[src/rtl/vff_pkg.sv]
// ============================================================================
// vff_pkg
// Shared types, step codes and saturation helpers for the viscous face flux.
// ============================================================================
package vff_pkg;

    localparam int N_KIN = 10;
    localparam int KW    = 48;   // kinematic / flux width
    localparam int MUW   = 40;   // viscosity width, Q0.40
    localparam int DW    = 32;   // distance width
    localparam int WW    = 33;   // weight width, up to 2^32
    localparam int OPW   = 66;   // multiplier operand width, signed
    localparam int PRW   = 131;  // multiplier product width, signed
    localparam int XW    = 132;  // work width after shifts and negation
    localparam int MU_FRAC = 40;
    localparam int W_BITS  = 32;

    // floor(n / 3) = (n * DIV3_MAGIC) >> 65 for any 64-bit unsigned n
    localparam logic [63:0] DIV3_MAGIC = 64'hAAAA_AAAA_AAAA_AAAB;
    localparam int DIV3_SHIFT = 65;

    typedef logic [4:0] step_t;

    localparam step_t STP_AVG0  = 5'd0;
    localparam step_t STP_AVG9  = 5'd9;
    localparam step_t STP_AVGMU = 5'd10;
    localparam step_t STP_COMB  = 5'd11;
    localparam step_t STP_MUA   = 5'd12;
    localparam step_t STP_DIV3A = 5'd13;
    localparam step_t STP_MUS2  = 5'd14;
    localparam step_t STP_MUS3  = 5'd15;
    localparam step_t STP_AU    = 5'd16;
    localparam step_t STP_DIV3T = 5'd17;
    localparam step_t STP_S2V   = 5'd18;
    localparam step_t STP_S3W   = 5'd19;
    localparam step_t STP_SUM   = 5'd20;
    localparam step_t STP_MUQ   = 5'd21;

    typedef struct packed {
        logic  load_left;
        logic  load_right;
        logic  div_start;
        logic  exec;
        logic  wb;
        logic  out_load;
        step_t step;
    } cmd_t;

    typedef struct packed {
        logic div_done;
        logic mul_done;
    } stat_t;

    function automatic logic signed [63:0] sat64(input logic signed [XW-1:0] v);
        logic signed [63:0] r;
        if ((&v[XW-1:63]) || !(|v[XW-1:63]))
            r = v[63:0];
        else if (v[XW-1])
            r = {1'b1, {63{1'b0}}};
        else
            r = {1'b0, {63{1'b1}}};
        return r;
    endfunction

    function automatic logic signed [KW-1:0] sat48(input logic signed [XW-1:0] v);
        logic signed [KW-1:0] r;
        if ((&v[XW-1:KW-1]) || !(|v[XW-1:KW-1]))
            r = v[KW-1:0];
        else if (v[XW-1])
            r = {1'b1, {(KW-1){1'b0}}};
        else
            r = {1'b0, {(KW-1){1'b1}}};
        return r;
    endfunction

endpackage

[src/rtl/vff_ctrl.sv]
// ============================================================================
// vff_ctrl
// Controller: pairs left and right beats, sequences divider and multiplier.
// ============================================================================
module vff_ctrl
(
    input  logic            clk,
    input  logic            rst_n,
    input  logic            in_valid,
    output logic            in_stall,
    output logic            out_valid,
    input  logic            out_stall,
    output vff_pkg::cmd_t   cmd,
    input  vff_pkg::stat_t  stat
);

    localparam logic [2:0] ST_IDLE = 3'd0;
    localparam logic [2:0] ST_DIV  = 3'd1;
    localparam logic [2:0] ST_STEP = 3'd2;
    localparam logic [2:0] ST_MULW = 3'd3;
    localparam logic [2:0] ST_DONE = 3'd4;

    logic [2:0]     state_reg;
    logic [2:0]     state_next;
    vff_pkg::step_t step_reg;
    vff_pkg::step_t step_next;
    logic           have_left_reg;
    logic           have_left_next;
    logic           out_valid_reg;
    logic           out_valid_next;
    logic           accept;
    logic           single;

    assign in_stall  = (state_reg != ST_IDLE);
    assign out_valid = out_valid_reg;
    assign accept    = in_valid && (state_reg == ST_IDLE);
    assign single    = (step_reg == vff_pkg::STP_COMB) || (step_reg == vff_pkg::STP_SUM);

    always_comb
    begin
        state_next     = state_reg;
        step_next      = step_reg;
        have_left_next = have_left_reg;
        out_valid_next = out_valid_reg && out_stall;
        cmd            = '0;
        cmd.step       = step_reg;
        case (state_reg)
            ST_IDLE:
            begin
                if (accept)
                begin
                    if (!have_left_reg)
                    begin
                        cmd.load_left  = 1'b1;
                        have_left_next = 1'b1;
                    end
                    else
                    begin
                        cmd.load_right = 1'b1;
                        cmd.div_start  = 1'b1;
                        have_left_next = 1'b0;
                        state_next     = ST_DIV;
                    end
                end
            end
            ST_DIV:
            begin
                if (stat.div_done)
                begin
                    step_next  = vff_pkg::STP_AVG0;
                    state_next = ST_STEP;
                end
            end
            ST_STEP:
            begin
                cmd.exec = 1'b1;
                if (single)
                    step_next = step_reg + 5'd1;
                else
                    state_next = ST_MULW;
            end
            ST_MULW:
            begin
                if (stat.mul_done)
                begin
                    cmd.wb = 1'b1;
                    if (step_reg == vff_pkg::STP_MUQ)
                        state_next = ST_DONE;
                    else
                    begin
                        step_next  = step_reg + 5'd1;
                        state_next = ST_STEP;
                    end
                end
            end
            ST_DONE:
            begin
                if (!out_valid_reg || !out_stall)
                begin
                    cmd.out_load   = 1'b1;
                    out_valid_next = 1'b1;
                    state_next     = ST_IDLE;
                end
            end
            default:
            begin
                state_next = ST_IDLE;
            end
        endcase
    end

    always_ff @(posedge clk or negedge rst_n)
    begin
        if (!rst_n)
        begin
            state_reg     <= ST_IDLE;
            step_reg      <= vff_pkg::STP_AVG0;
            have_left_reg <= 1'b0;
            out_valid_reg <= 1'b0;
        end
        else
        begin
            state_reg     <= state_next;
            step_reg      <= step_next;
            have_left_reg <= have_left_next;
            out_valid_reg <= out_valid_next;
        end
    end

endmodule

[config.mk]
export PLATFORM = sky130hd
export DESIGN_NAME = vff_ctrl
export DESIGN_NICKNAME = d
export VERILOG_FILES = /design/src/rtl/vff_pkg.sv /design/src/rtl/vff_ctrl.sv
export SDC_FILE = /design/constraint.sdc
export NUM_CORES = 1
export LEC_CHECK = 0
export ABC_AREA = 1
export BUFFER_PORTS_ARGS = -buffer_cell sky130_fd_sc_hd__clkbuf_2
export CORE_UTILIZATION = 50
export DETAILED_ROUTE_END_ITERATION = 16
export PLACE_DENSITY_LB_ADDON = 0.25
export REMOVE_ABC_BUFFERS = 1
export SETUP_SLACK_MARGIN = 0.2
export SYNTH_ARGS = -nofsm -noshare
export SYNTH_HDL_FRONTEND = slang
export SYNTH_SLANG_ARGS = --single-unit
export TNS_END_PERCENT = 50
[constraint.sdc]
create_clock -name clk -period 3.8 [get_ports clk]
set_input_delay 0.57 -clock clk [delete_from_list [all_inputs] [get_ports clk]]
set_output_delay 0.57 -clock clk [all_outputs]
set_load 0.02 [all_outputs]
# After elaboration in Yosys (flattened, before gate mapping)
# Cells that the tools add are included.
word_totals:
  register_bits: 10
  wordCells: 56
op_classes:
  addsub: 1
  n_eq_ne: 15
  mux: 24
  n_reduce_logical: 12
ops:
  columns: ["cell", "n"]
  rows:
  - ["3-bit 2-to-1 mux", 9]
  - ["5-bit 2-to-1 mux", 4]
  - ["2-bit inequality test, second input constant", 8]
  - ["3-bit one-hot mux with 5 select lines", 1]
  - ["5-bit one-hot mux with 3 select lines", 1]
  - ["5-bit == test, second input constant", 2]
  - ["1-bit 2-to-1 mux", 8]
  - ["3-bit by 2-bit == test with 1-bit output, second input constant", 2]
  - ["6-bit AND reduction", 1]
  - ["3-bit nonzero test", 2]
  - ["5-bit by 1-bit adder with 5-bit output, second input constant", 1]
  - ["5-bit by 4-bit == test with 1-bit output, second input constant", 1]
  - ["5-bit AND reduction", 1]
  - ["3-bit by 1-bit == test with 1-bit output, second input constant", 1]
  - ["3-bit == test, second input constant", 1]
  - ["3-bit logical NOT", 1]
  - ["1-bit logical AND", 2]
  - ["1-bit logical NOT", 2]
  - ["1-bit logical OR", 2]
  - ["2-bit 2-to-1 mux", 1]
  - ["2-bit AND reduction", 1]

# Depth between registers and ports, before layout
logic_depth:
  word_depth: 4
  depth_mapped: 11
  mapped_depth_nobuf: 11

# Worst setup path before layout
# Ideal clock, no wire load.
synth_timing:
  path_kind: "register -> output"
  start: "register state_reg[2]"
  end: "output cmd[9] (netlist bit)"
  arrival_ns: 1.361
  slack_ns: 1.869
  path_stages_with_launch: 7
  path_cell_list: "dfrtp_1 > inv_2 > nand2_1 > nor2_1 > inv_1 > nor2_1 > buf_4"
synth_rtl:
  columns: ["item", "line_no", "text"]
  rows:
  - ["start, declared", "vff_ctrl.sv:23", "logic [2:0] state_reg;"]
  - ["start signal, assigned", "vff_ctrl.sv:123", "state_reg <= state_next;"]
  - ["end, declared", "vff_ctrl.sv:13", "output vff_pkg::cmd_t cmd,"]

==> impl_metrics.py <==
metrics = {
    "power_and_ir_drop": {
        "peakVddDrop_v": 0.000434,
        "power_mw": 0.625,
        "p_per_area_nw_per_um2": 713,
        "p_leak_nw": 0.544,
    },
    "logic_synthesis": {
        "syn_area_um2": 747,
        "avgSynthCellArea_um2": 6.55,
        "synthTopCellsByArea": "dfrtp_1 (34%), nand2_1 (18%), nor2_1 (10%), inv_1 (9.0%), nand3_1 (8.0%)",
        "synth-warning-count": 0,
        "yosys.cell_types.count": 15,
        "synth_area_leader_cell": "dfrtp_1",
        "synth_commonest_cells": "nand2_1 (36), nor2_1 (20), inv_1 (18)",
        "syn_inst": 114,
        "synth_seq_cells": 10,
        "synth_seq_area_share_pct": 33.5,
        "synth_top_area_share_pct": 33.5,
        "yosys_most_used_dff": "dfrtp_1",
        "synth_most_common_cell": "nand2_1",
        "synthArstFlopShare_pct": 100,
        "synth-edff-count": 0,
    },
    "sta": {
        "finalCriticalPeriod_ns": 1.94,
        "min_period_over_period_pct": 51.0,
        "setup_tns_ns": 0,
        "slew_viol_final": 0,
        "setup_viol": 0,
        "grt_setup_unrepaired": "no",
        "final-hold-violation-count": 0,
        "finalClockSkew_ns": 0.00107,
        "max_freq_mhz": 516,
        "worstMarginPinSlew_ns": 0.261,
        "maxSlewHeadroom_pct": 82.6,
    },
    "layout": {
        "finalNonFillerCells": 149,
        "diodes": 0,
        "largest_reg_flops": 5,
        "multiInputGateArea_um2": 410,
        "area_growth_pct": 17.4,
        "stdcell_area_um2": 877,
        "drive_gt1_share_pct": 23.9,
        "seq_area_um2": 250,
        "fill_cells": 130,
        "final_nets": 144,
    },
    "global_routing": {
        "grt_pass1_vias": 615,
        "antenna_found_initial": 0,
        "grt_pass1_wl_mm": 2.26,
        "grt_use_total_pct": 21.2,
        "grt_max_degree": 11,
        "overflow": 0,
    },
    "clocking": {
        "post_cts.repair.setup_buffers": 0,
        "h-tree-depth": 1,
        "cts_buffers": 3,
        "ctsResizeCount": 0,
        "clock_path_buffers": 2,
        "clock_sinks": 10,
        "holdBufCountCts": 0,
        "clk_pin_slew_ns": 0.06,
        "root_buffer": "clkbuf_4",
        "cts_tree": "done",
        "clock_latency_ns": 0.26,
    },
    "worst_setup_path": {
        "path_cells": "inv_1 > nand2_1 > nor2_1 > inv_1 > nor2_1 > clkbuf_2",
        "critPathRequiredTime_ns": 3.23,
        "worstSetupStartpointType": "flip-flop",
        "slowest_delay_ns": 0.42,
        "end_kind": "primary output",
        "worstPathArrival_ns": 1.37,
        "worstSetupPathType": "flip-flop to primary output",
        "worstPathMaxFanout": 5,
        "cp_slowest_cell": "dfrtp_1",
    },
    "placement": {
        "port_buffers": 18,
        "place_congestion": 0.767,
        "dp_hpwl_mm": 1.11,
        "dpl.cell_count": 145,
        "place_area_um2": 841,
    },
    "run_status": {
        "status": "finished clean",
    },
    "drt": {
        "wl_per_cell_um": 9.44,
        "routed_wl_mm": 1.41,
        "detail_route.vias_per_cell": 4.75,
        "drt_iter0_markers": 18,
        "drtPass1Iterations": 4,
        "drc": 0,
        "ant_nets": 0,
        "via_count": 708,
    },
    "floorplanning": {
        "dieArea_um2": 1650,
        "die_w_um": 40.7,
        "start_util_pct": 55.3,
        "design.core.area_um2": 1350,
        "dieHeight_um": 40.7,
        "io_pins": 19,
        "rows": 13,
    },
    "hold_path": {
        "hold_class": "primary input to async pin",
    },
    "flow_run": {
        "drv_cap": 0,
    },
}
## area by class of cell
cell class / instances / area share, %
sequential: 10 / 28.5
timing repair buffer: 18 / 10.3
inverter: 19 / 8.13
tap: 15 / 2.14
multi-input combinational: 83 / 46.8
clock buffer: 4 / 4.14
## report_power, final
part           switching (mW)  internal, mW
sequential             0.0531         0.139
combinational           0.224         0.117
clock                  0.0339        0.0581
total                   0.311         0.314
## path summary, 6_finish.rpt
kind                              start          end  slack, ns  cells after the start
max in group asynchronous         rst_n    out_valid       3.43                      1
setup reg to reg            step_reg[0]  step_reg[3]       2.35                     10
hold / removal                    rst_n  step_reg[0]       0.17                      1
min in group clk              out_valid    out_valid       0.51                      2
setup / recovery           state_reg[0]       cmd[8]       1.86                      6
hold reg to reg               out_valid    out_valid       0.51                      2
## through the flow
stage          worst slack (ns)  hold slack, ns  utilization [%]
2_1_floorplan              1.88           0.274                -
3_3_place_gp               2.17           0.446             62.3
3_5_place_dp               2.15           0.449             62.3
4_1_cts                    1.85           0.165             65.0
5_1_grt                    1.74           0.173             65.0
6_report                   1.86           0.165             65.0
## per-layer routing
metal	vias to the layer above	global-route usage, %	part of all wire (%)
li1	379	-	-
met1	302	25.7	47
met2	25	33.3	45
met3	2	10.9	7.6
met4	0	5.00	0.43
met5	-	0	0
## cell families (layout without fill, tap and decap cells)
kind of cell	count (synthesis)	in the layout	synth area share [%]
AND/OR/NAND/NOR	77	77	46.9
AO/OA/AOI/OAI	1	1	0.669
flip-flops	10	10	33.5
XOR/XNOR	2	2	2.35
adder cells (fa/ha/maj)	3	3	5.03
buffers and inverters	21	41	11.6
## cell usage in the layout (no fill, tap or decap), types with 2 or more instances in the layout
cell	n
nand2_1	36
nor2_1	20
inv_1	18
clkbuf_2	18
nand3_1	12
dfrtp_1	10
ha_1	3
clkbuf_4	3
nor2_2	2
nand2_2	2
nor2_4	2
nand2_4	2
xnor2_1	2
## critical path: cells and delay by family (launching register included)
kind | cells | cell delay [ns]
buffers and inverters | 3 | 0.36
AND/OR/NAND/NOR | 3 | 0.33
flip-flops | 1 | 0.42
(Power assumes the default switching activity.)
